==> src/rtl/spp_pkg.sv <==
// Package with the types and constants of the sensor pair period core.
package spp_pkg;

    localparam int FIRST_EDGES_W  = 4;
    localparam int SECOND_EDGES_W = 6;
    localparam int SENSOR_W       = 8;
    localparam int TIMER_W        = 16;
    localparam int COUNT_W        = 32;
    localparam int SPEED_W        = 16;

    localparam logic [0:0] CFG_IDX_FIRST_STAGE_SPEED  = 1'b0;
    localparam logic [0:0] CFG_IDX_SECOND_STAGE_SPEED = 1'b1;

    localparam logic OP_SENSOR_EDGE    = 1'b0;
    localparam logic OP_OVERFLOW_TICK  = 1'b1;

    localparam logic [SENSOR_W-1:0] SENSOR_NONE  = 8'd0;
    localparam logic [SENSOR_W-1:0] SENSOR_FIRST = 8'd1;

    localparam logic [COUNT_W-1:0] FEED_FACTOR = 32'd50;

    typedef struct packed {
        logic                operation;
        logic [SENSOR_W-1:0] sensor_id;
        logic [TIMER_W-1:0]  timer_value;
        logic                maintenance_mode;
    } t_in_item;

    typedef struct packed {
        logic               period_valid;
        logic [COUNT_W-1:0] period_count;
        logic               control_feed_valid;
        logic [COUNT_W-1:0] control_feed;
        logic               start_speed_write;
        logic [SPEED_W-1:0] start_speed;
        logic               loop_enabled;
    } t_out_item;

    typedef struct packed {
        logic               period_valid;
        logic [COUNT_W-1:0] period_count;
        logic               feed_valid;
        logic               start_speed_write;
        logic [SPEED_W-1:0] start_speed;
        logic               loop_enabled;
    } t_stage_item;

endpackage

==> src/rtl/spp_if.sv <==
// Valid/ready channel interfaces for the input events and the results.
interface spp_in_if;
    logic              valid;
    logic              ready;
    spp_pkg::t_in_item data;

    modport source (output valid, output data, input ready);
    modport sink (input valid, input data, output ready);
endinterface

interface spp_out_if;
    logic               valid;
    logic               ready;
    spp_pkg::t_out_item data;

    modport source (output valid, output data, input ready);
    modport sink (input valid, input data, output ready);
endinterface

==> src/rtl/sensor_pair_period_with_staged_start_core.sv <==
// Top level of the sensor pair period meter with its two-stage start sequence.
//
// The core takes one event transaction each cycle unless the output stalls and returns exactly
// one result per event, in order, via the stage and output registers. The first stage updates
// tracking, the overflow count and the start sequence and forms the period; the second stage
// scales the period by 50 for the speed controller into the output register. A stalled output
// holds both stages; input ready falls only when both are full. The user writes start speeds
// on the configuration port only with no transaction in flight; the core does not enforce it.
module sensor_pair_period_with_staged_start_core #(
    parameter int FIRST_STAGE_EDGES  = 12,
    parameter int SECOND_STAGE_EDGES = 60
) (
    input  logic                          i_clk,
    input  logic                          i_rst_n,
    input  logic                          i_cfg_we,
    input  logic [0:0]                    i_cfg_idx,
    input  logic [spp_pkg::SPEED_W-1:0]   i_cfg_data,
    spp_in_if.sink                        i_in,
    spp_out_if.source                     o_out
);

    logic [spp_pkg::SPEED_W-1:0]        r_first_speed;
    logic [spp_pkg::SPEED_W-1:0]        r_second_speed;

    logic [spp_pkg::SENSOR_W-1:0]       r_last_sensor,  n_last_sensor;
    logic [spp_pkg::TIMER_W-1:0]        r_last_timer,   n_last_timer;
    logic [spp_pkg::COUNT_W-1:0]        r_overflow,     n_overflow;
    logic                               r_stage,        n_stage;
    logic [spp_pkg::FIRST_EDGES_W-1:0]  r_first_edges,  n_first_edges;
    logic [spp_pkg::SECOND_EDGES_W-1:0] r_second_edges, n_second_edges;
    logic                               r_loop,         n_loop;

    logic                               r_s1_valid;
    spp_pkg::t_stage_item               r_s1,           n_s1;
    logic                               r_out_valid;
    spp_pkg::t_out_item                 r_out,          n_out;

    logic                               s2_ready;
    logic                               s1_ready;
    logic                               in_accept;
    logic                               is_first_sensor;
    logic                               is_successor;
    logic [spp_pkg::FIRST_EDGES_W-1:0]  first_edges_inc;
    logic [spp_pkg::SECOND_EDGES_W-1:0] second_edges_inc;
    logic [spp_pkg::COUNT_W-1:0]        period;

    assign s2_ready    = !r_out_valid || o_out.ready;
    assign s1_ready    = !r_s1_valid || s2_ready;
    assign i_in.ready  = s1_ready;
    assign in_accept   = i_in.valid && s1_ready;
    assign o_out.valid = r_out_valid;
    assign o_out.data  = r_out;

    assign is_first_sensor  = (i_in.data.sensor_id == spp_pkg::SENSOR_FIRST);
    assign is_successor     = ({1'b0, i_in.data.sensor_id} == ({1'b0, r_last_sensor} + 9'd1));
    assign first_edges_inc  = r_first_edges + 4'd1;
    assign second_edges_inc = r_second_edges + 6'd1;
    assign period = 32'(i_in.data.timer_value) + ((r_overflow << 16) - r_overflow)
                  - 32'(r_last_timer);

    always_ff @(posedge i_clk) begin
        if (!i_rst_n) begin
            r_first_speed  <= '0;
            r_second_speed <= '0;
        end else if (i_cfg_we) begin
            unique case (i_cfg_idx)
                spp_pkg::CFG_IDX_FIRST_STAGE_SPEED:  r_first_speed  <= i_cfg_data;
                spp_pkg::CFG_IDX_SECOND_STAGE_SPEED: r_second_speed <= i_cfg_data;
            endcase
        end
    end

    always_comb begin
        n_last_sensor  = r_last_sensor;
        n_last_timer   = r_last_timer;
        n_overflow     = r_overflow;
        n_stage        = r_stage;
        n_first_edges  = r_first_edges;
        n_second_edges = r_second_edges;
        n_loop         = r_loop;
        n_s1           = '0;

        if (i_in.data.operation == spp_pkg::OP_OVERFLOW_TICK) begin
            n_overflow = r_overflow + 32'd1;
        end else if (!i_in.data.maintenance_mode) begin
            if (!r_loop && is_first_sensor) begin
                if (!r_stage) begin
                    n_first_edges = first_edges_inc;
                    if (first_edges_inc >= spp_pkg::FIRST_EDGES_W'(FIRST_STAGE_EDGES)) begin
                        n_first_edges = '0;
                        if (r_second_speed != '0) begin
                            n_stage               = 1'b1;
                            n_s1.start_speed_write = 1'b1;
                            n_s1.start_speed       = r_second_speed;
                        end else begin
                            n_loop = 1'b1;
                        end
                    end
                end else begin
                    n_second_edges = second_edges_inc;
                    if (second_edges_inc >=
                        spp_pkg::SECOND_EDGES_W'(SECOND_STAGE_EDGES)) begin
                        n_stage                = 1'b0;
                        n_second_edges         = '0;
                        n_loop                 = 1'b1;
                        n_s1.start_speed_write = 1'b1;
                        n_s1.start_speed       = r_first_speed;
                    end
                end
            end

            if (is_first_sensor) begin
                n_overflow    = '0;
                n_last_sensor = spp_pkg::SENSOR_FIRST;
                n_last_timer  = i_in.data.timer_value;
            end else if (r_last_sensor != spp_pkg::SENSOR_NONE) begin
                if (is_successor) begin
                    n_overflow        = '0;
                    n_last_sensor     = i_in.data.sensor_id;
                    n_last_timer      = i_in.data.timer_value;
                    n_s1.period_valid = 1'b1;
                    n_s1.period_count = period;
                    n_s1.feed_valid   = r_loop;
                end else begin
                    n_last_sensor = spp_pkg::SENSOR_NONE;
                end
            end
        end

        n_s1.loop_enabled = n_loop;
    end

    always_ff @(posedge i_clk) begin
        if (!i_rst_n) begin
            r_last_sensor  <= spp_pkg::SENSOR_NONE;
            r_last_timer   <= '0;
            r_overflow     <= '0;
            r_stage        <= 1'b0;
            r_first_edges  <= '0;
            r_second_edges <= '0;
            r_loop         <= 1'b0;
        end else if (in_accept) begin
            r_last_sensor  <= n_last_sensor;
            r_last_timer   <= n_last_timer;
            r_overflow     <= n_overflow;
            r_stage        <= n_stage;
            r_first_edges  <= n_first_edges;
            r_second_edges <= n_second_edges;
            r_loop         <= n_loop;
        end
    end

    always_comb begin
        n_out.period_valid       = r_s1.period_valid;
        n_out.period_count       = r_s1.period_count;
        n_out.control_feed_valid = r_s1.feed_valid;
        n_out.control_feed       = r_s1.feed_valid ?
                                   32'(r_s1.period_count * spp_pkg::FEED_FACTOR) : '0;
        n_out.start_speed_write  = r_s1.start_speed_write;
        n_out.start_speed        = r_s1.start_speed;
        n_out.loop_enabled       = r_s1.loop_enabled;
    end

    always_ff @(posedge i_clk) begin
        if (!i_rst_n) begin
            r_s1_valid  <= 1'b0;
            r_out_valid <= 1'b0;
        end else begin
            if (s1_ready) begin
                r_s1_valid <= i_in.valid;
            end
            if (s2_ready) begin
                r_out_valid <= r_s1_valid;
            end
        end
    end

    always_ff @(posedge i_clk) begin
        if (in_accept) begin
            r_s1 <= n_s1;
        end
        if (s2_ready && r_s1_valid) begin
            r_out <= n_out;
        end
    end

endmodule

==> src/flat_wrapper.sv <==
// flat-port wrapper written by rule: the top's interface ports become plain ports
module sensor_pair_period_with_staged_start_core_flat 
#(
    parameter int FIRST_STAGE_EDGES  = 12,
    parameter int SECOND_STAGE_EDGES = 60
)
  (i_clk, i_rst_n, i_cfg_we, i_cfg_idx, i_cfg_data, i_in_valid, i_in_data, i_in_ready, o_out_valid, o_out_data, o_out_ready);
  spp_in_if i_in_i ();
  spp_out_if o_out_i ();
  input  logic i_clk;
  input  logic i_rst_n;
  input  logic i_cfg_we;
  input  logic [0:0] i_cfg_idx;
  input  logic [spp_pkg::SPEED_W-1:0] i_cfg_data;
  input wire logic [$bits(i_in_i.valid)-1:0] i_in_valid;
  input wire logic [$bits(i_in_i.data)-1:0] i_in_data;
  output wire logic [$bits(i_in_i.ready)-1:0] i_in_ready;
  output wire logic [$bits(o_out_i.valid)-1:0] o_out_valid;
  output wire logic [$bits(o_out_i.data)-1:0] o_out_data;
  input wire logic [$bits(o_out_i.ready)-1:0] o_out_ready;
  assign i_in_i.valid = i_in_valid;
  assign i_in_i.data = i_in_data;
  assign i_in_ready = i_in_i.ready;
  assign o_out_valid = o_out_i.valid;
  assign o_out_data = o_out_i.data;
  assign o_out_i.ready = o_out_ready;
  sensor_pair_period_with_staged_start_core #(.FIRST_STAGE_EDGES(FIRST_STAGE_EDGES), .SECOND_STAGE_EDGES(SECOND_STAGE_EDGES)) u_core (.i_clk(i_clk), .i_rst_n(i_rst_n), .i_cfg_we(i_cfg_we), .i_cfg_idx(i_cfg_idx), .i_cfg_data(i_cfg_data), .i_in(i_in_i), .o_out(o_out_i));
endmodule
==> config.mk <==
export PLATFORM = sky130hd
export DESIGN_NAME = sensor_pair_period_with_staged_start_core_flat
export DESIGN_NICKNAME = d
export VERILOG_FILES = /design/src/rtl/spp_pkg.sv /design/src/rtl/spp_if.sv /design/src/rtl/sensor_pair_period_with_staged_start_core.sv /design/src/flat_wrapper.sv
export SDC_FILE = /design/constraint.sdc
export NUM_CORES = 1
export LEC_CHECK = 0
export CAP_MARGIN = 20
export CORE_UTILIZATION = 25
export DETAILED_ROUTE_END_ITERATION = 16
export DONT_BUFFER_PORTS = 1
export SETUP_SLACK_MARGIN = 0.02
export SYNTH_ARGS = -nofsm -noshare
export SYNTH_HDL_FRONTEND = slang
export SYNTH_SLANG_ARGS = --single-unit
==> constraint.sdc <==
create_clock -name i_clk -period 4.3 [get_ports i_clk]
set_input_delay 0.215 -clock i_clk [delete_from_list [all_inputs] [get_ports i_clk]]
set_output_delay 0.215 -clock i_clk [all_outputs]
set_load 0.01 [all_outputs]
# --- After elaboration in Yosys (flattened, before gate mapping) ---
# Index checks and enable logic that the tools add are counted.
op_classes:
  addsub: 7
  n_mul: 1
  n_lt_le_gt_ge: 2
  eq_ne: 3
  muxes: 29
  n_bitwise: 7
  n_reduce_logical: 25
ops:
  columns: ["op", "n"]
  rows:
  - ["$mux W32", 5]
  - ["$mux W17", 4]
  - ["$mux W16", 3]
  - ["$mux W34", 1]
  - ["$add A16 B32 Y32", 1]
  - ["$add A32 B1 Y32 const B", 1]
  - ["$mul A32 B5 Y31 const B", 1]
  - ["$sub A32 B16 Y32", 1]
  - ["$sub A32 B32 Y32", 1]
  - ["$mux W8", 3]
  - ["$reduce_bool A16 Y1", 1]
  - ["$reduce_and A5 Y1", 3]
  - ["$reduce_and A4 Y1", 3]
  - ["$mux W1", 11]
  - ["$add A8 B1 Y9 const B", 1]
  - ["$eq A8 B9 Y1", 1]
  - ["$eq A8 B1 Y1 const B", 1]
  - ["$reduce_bool A8 Y1", 1]
  - ["$not A1 Y1", 7]
  - ["$add A6 B1 Y6 const B", 1]
  - ["$ge A6 B6 Y1 const B", 1]
  - ["$mux W6", 1]
  - ["$reduce_bool A3 Y1", 2]
  - ["$reduce_or A5 Y1", 1]
  - ["other kinds (11)", 18]
word_totals:
  register_bits: 238
  in_bits: 48
  out_inout_bits: 86
  elab_cells: 99

# --- Depth between registers and ports, before layout ---
logic_depth:
  depth_word: 7
  ltp_mapped: 14
  mapped_depth_nobuf: 14

# --- Worst setup path before layout ---
# No wires, ideal clock.
synth_timing:
  path_kind: "register -> register"
  startpoint: "register u_core.r_out_valid (netlist: u_core.o_out.valid)"
  endpoint: "register u_core.r_out (netlist bit u_core.o_out.data[0]) (enable)"
  setup_ns: 0.535
  t_arrival_ns: 4.172
  required_ns: 3.765
  slack_ns: -0.407
  stages_incl_launch_ff: 3
  n_path_buf: 0
  cell_sequence: "dfxtp_1 > nor2b_1 > nor2b_1"
synth_between:
  elab_chain_len: 3
synth_lines:
  columns: ["item", "line_no", "source"]
  rows:
  - ["start: declaration", "sensor_pair_period_with_staged_start_core.sv:35", "logic r_out_valid;"]
  - ["start signal: assignment", "sensor_pair_period_with_staged_start_core.sv:173", "r_out_valid <= r_s1_valid;"]
  - ["$logic_not A1 Y1", "sensor_pair_period_with_staged_start_core.sv:47", "assign s2_ready = !r_out_valid || o_out.ready;"]
  - ["$logic_or A1 B1 Y1", "sensor_pair_period_with_staged_start_core.sv:47", null]
  - ["$logic_and A1 B1 Y1", "sensor_pair_period_with_staged_start_core.sv:182", "if (s2_ready && r_s1_valid) begin"]
  - ["end signal: assignment", "sensor_pair_period_with_staged_start_core.sv:183", "r_out <= n_out;"]
  - ["end: declaration", "sensor_pair_period_with_staged_start_core.sv:36", "spp_pkg::t_out_item r_out, n_out;"]
# Every way passes these cells.
# A chain may end at the register's enable or synchronous reset.

# --- Worst setup path after layout ---
layout_timing:
  startpoint: "register u_core.r_s1 (netlist bit u_core.n_out[56])"
  endpoint: "register u_core.r_out (netlist bit u_core.o_out.data[44]) (data pin)"
layout_between:
  elab_chain_len: 1
layout_lines:
  columns: ["item", "line_no", "source"]
  rows:
  - ["start: declaration", "sensor_pair_period_with_staged_start_core.sv:34", "spp_pkg::t_stage_item r_s1, n_s1;"]
  - ["start signal: assignment", "sensor_pair_period_with_staged_start_core.sv:180", "r_s1 <= n_s1;"]
  - ["$mul A32 B5 Y31", "sensor_pair_period_with_staged_start_core.sv:158", "32'(r_s1.period_count * spp_pkg::FEED_FACTOR) : '0;"]
# Every way passes these cells.

==> results.sh <==
export IMPL_outcome="completed"
export IMPL_ys_ff_latch=237
export IMPL_die_area_um2=58490
export IMPL_worst_path_most_repeated_cell="ha_1"
export IMPL_cts_tree="built"
export IMPL_antenna_cells=0
export IMPL_grt_pass1_wl_um=57930
export IMPL_yosys_area_top_type="edfxtp_1"
export IMPL_num_vias=10732
export IMPL_drive_above_1_share_pct=4.974
export IMPL_drtAntennaViolNets=0
export IMPL_yosysWarnings=0
export IMPL_cpPeakStageDelay_ns=0.47
export IMPL_drtPass1Iterations=5
export IMPL_cts_clk_slew_worst_paths_ns=0.06
export IMPL_grt_pass1_vias=10529
export IMPL_layout_cells_non_filler=2324
export IMPL_drcViolationCount=0
export IMPL_syn_cell_area_um2=14380
export IMPL_synth_area_top_cells="edfxtp_1, dfxtp_1, ha_1"
export IMPL_regArea_um2=6096
export IMPL_synth_cell_types=64
export IMPL_cts_buffers=31
export IMPL_drt_iter0_markers=702
export IMPL_area_growth_pct=16.63
export IMPL_layout_nets=1766
export IMPL_yosysSeqAreaShare_pct=42.38
export IMPL_start_util_pct=25.41
export IMPL_skew_ns=0.01755
export IMPL_fin_setup_tns_ns=0
export IMPL_fin_crit_sh_pct=92.77
export IMPL_multiInputGateArea_um2=7408
export IMPL_crit_chain="ha_1 > ha_1 > fa_1 > ha_1 > a21oi_2 > o21ai_0 > o211ai_1 > a31oi_2 > a311oi_1 > buf_4 > o21ai_0 > xor2_1 > and2_1"
export IMPL_cts_setup_buffers=0
export IMPL_rsz0062_at_grt="false"
export IMPL_setup_viol=0
export IMPL_drv_slew=0
export IMPL_numPortBuffers=0
export IMPL_worst_ep_required_time_ns=4.63
export IMPL_fmax_ghz=0.2507
export IMPL_cts_sinks=237
export IMPL_cts_htree_levels=1
export IMPL_async_flop_share_pct=0
export IMPL_ys_flop_type="edfxtp_1"
export IMPL_holdCritPathClass="in2reg"
export IMPL_critPathBufInv=1
export IMPL_path_delay_family="adder cells"
export IMPL_gp_congestion=0.8667
export IMPL_die_y_um=241.9
export IMPL_finalCriticalPeriod_ns=3.989
export IMPL_overflow=0
export IMPL_slew_headroom_pct=34.65
export IMPL_grt_use_total_pct=12.22
export IMPL_drt_total_wl_um=36810
export IMPL_fillers=5897
export IMPL_hold_viol=0
export IMPL_avgSynthCellArea_um2=9.620
export IMPL_slowest_stage="edfxtp_1"
export IMPL_rows=87
export IMPL_leakagePower_nw=6.717
export IMPL_cp_arrival_ns=4.31
export IMPL_worstSetupStartpointType="register"
export IMPL_dp_cells=2218
export IMPL_syn_inst=1495
export IMPL_max_cap_violations=0
export IMPL_clockBufferDepth=3
export IMPL_clkLatencyLatePin_ns=0.58
export IMPL_grt_max_degree=75
export IMPL_syn_nets=1717
export IMPL_grt_antenna_before_repair=0
export IMPL_end_kind="register"
export IMPL_routed_via_density=4.618
export IMPL_die_width_um=241.9
export IMPL_wire_per_inst_um=15.84
export IMPL_synth_edf_count=135
export IMPL_synth_top_area_share_pct=28.19
export IMPL_powerDensity_nw_per_um2=348.1
export IMPL_peakVddDrop_mv=0.2588
export IMPL_hpwl_um=26870
export IMPL_io_pins=134
export IMPL_tightest_slew_ns=0.9779
export IMPL_coreArea_um2=56600
export IMPL_clockRootBuffer="clkbuf_16"
export IMPL_critPathMaxFanout=5
export IMPL_worstSetupPathType="reg2reg"
[where the power goes]
| part | leakage (nW) | switching, W | internal (W) | total [W] |
|---|---|---|---|---|
| Combinational | 4.09 | 0.000425 | 0.000320 | 0.000745 |
| Clock | 0.481 | 0.00103 | 0.00151 | 0.00253 |
| Sequential | 2.15 | 0.0000726 | 0.00249 | 0.00256 |
| Total | 6.72 | 0.00152 | 0.00431 | 0.00584 |
[state kept, by name, indices dropped and copies added (netlist names), 4 cells and up]
name                   flops
u_core.r_last_sensor       8
u_core.r_first_edges       4
u_core.r_first_speed      16
u_core.o_out.data         83
u_core.r_overflow         32
u_core.n_out              52
u_core.r_second_speed     16
u_core.r_second_edges      6
u_core.r_last_timer       16
[logic make-up after synthesis]
group,after synthesis,share of synthesized area [%]
and+or+nand+nor,438,14.60
AOI/OAI and AO/OA,316,13.54
DFF,237,42.38
buffers and inverters,234,6.255
adders and majority gates,174,17.28
xor gates and xnor gates,79,4.811
muxes,16,1.114
other,1,0.02607
[through the flow]
stage,power (W),hold WS [ns],setup slack (ns),instance area [µm²],utilization [%]
after detailed placement,0.003306,0.3542,0.2884,15290,27.01
after global placement,0.003293,0.3476,0.3490,15280,26.99
final,0.005839,0.09173,0.3111,16770,29.64
after CTS,0.005922,0.04818,0.2187,16760,29.62
after floorplan,0.003129,0.3445,0.5215,14390,-
after global routing,0.006111,0.08322,0.08245,16770,29.64
[final cells by class]
cell class,count,area share [%]
multi-input combinational,1024,44.16
tap,756,5.639
timing repair buffer,67,3.879
sequential,237,36.34
clock inverter,17,1.059
clock buffer,40,4.826
inverter,183,4.095
[placed cells by master (no fill, tap or decap), drive strengths merged, types with 13 or more instances in the layout]
cell and n:
inv 186, edfxtp 135, ha 133, nand2 131, a21oi 124, nor2 122, dfxtp 102, o21ai 58
dlygate4sd3 49, xnor2 48, fa 41, clkbuf 40, xor2 31, and2 31, nand3 30, nor3 23
or3 19, buf 18, a31oi 17, a21o 16, a22oi 16, mux2i 16, and3 15, o2111ai 13
[layer usage]
| layer | wire length [µm] | GRT usage (%) | part of all wire [%] |
|---|---|---|---|
| met4 | 731 | 3.258 | 2.0 |
| met2 | 16800 | 19.89 | 46 |
| met1 | 16810 | 16.29 | 46 |
| met3 | 2466 | 2.653 | 6.7 |
| met5 | 0 | 0 | 0 |
[Yosys cell counts (17+ instances only)]
cell	count
xor2_1	31
nand2_1	130
fa_1	41
clkbuf_1	37
edfxtp_1	135
ha_1	133
nor2_1	122
inv_1	180
dfxtp_1	102
o21ai_0	48
a31oi_1	17
nand3_1	30
a21oi_1	124
and2_1	31
xnor2_1	48
or3_1	19
nor3_1	22
[worst paths after layout]
check | depth (start not counted) | slack (ns) | startpoint | endpoint
worst min-delay path | 3 | 0.09 | i_cfg_we | u_core.r_first_speed[8]
worst min register to register | 0 | 0.42 | u_core.n_out[0] | u_core.o_out.data[0]
worst max register to register | 13 | 0.31 | u_core.n_out[56] | u_core.o_out.data[44]
worst max-delay path | 13 | 0.31 | u_core.n_out[56] | u_core.o_out.data[44]
[worst register-to-register path, stage by stage (launching register included)]
cell and delay [ns]:
edfxtp_1 0.47, ha_1 0.32, ha_1 0.31, fa_1 0.46
ha_1 0.36, a21oi_2 0.18, o21ai_0 0.16, o211ai_1 0.35
a31oi_2 0.20, a311oi_1 0.31, buf_4 0.19, o21ai_0 0.11
xor2_1 0.15, and2_1 0.16
[repair_timing]
action	CTS	global route
setup endpoints to repair	0	3
endpoints found under the hold margin	65	0
resized for setup	0	2
hold buffers	49	0
Power figures use the tool's default switching activity.
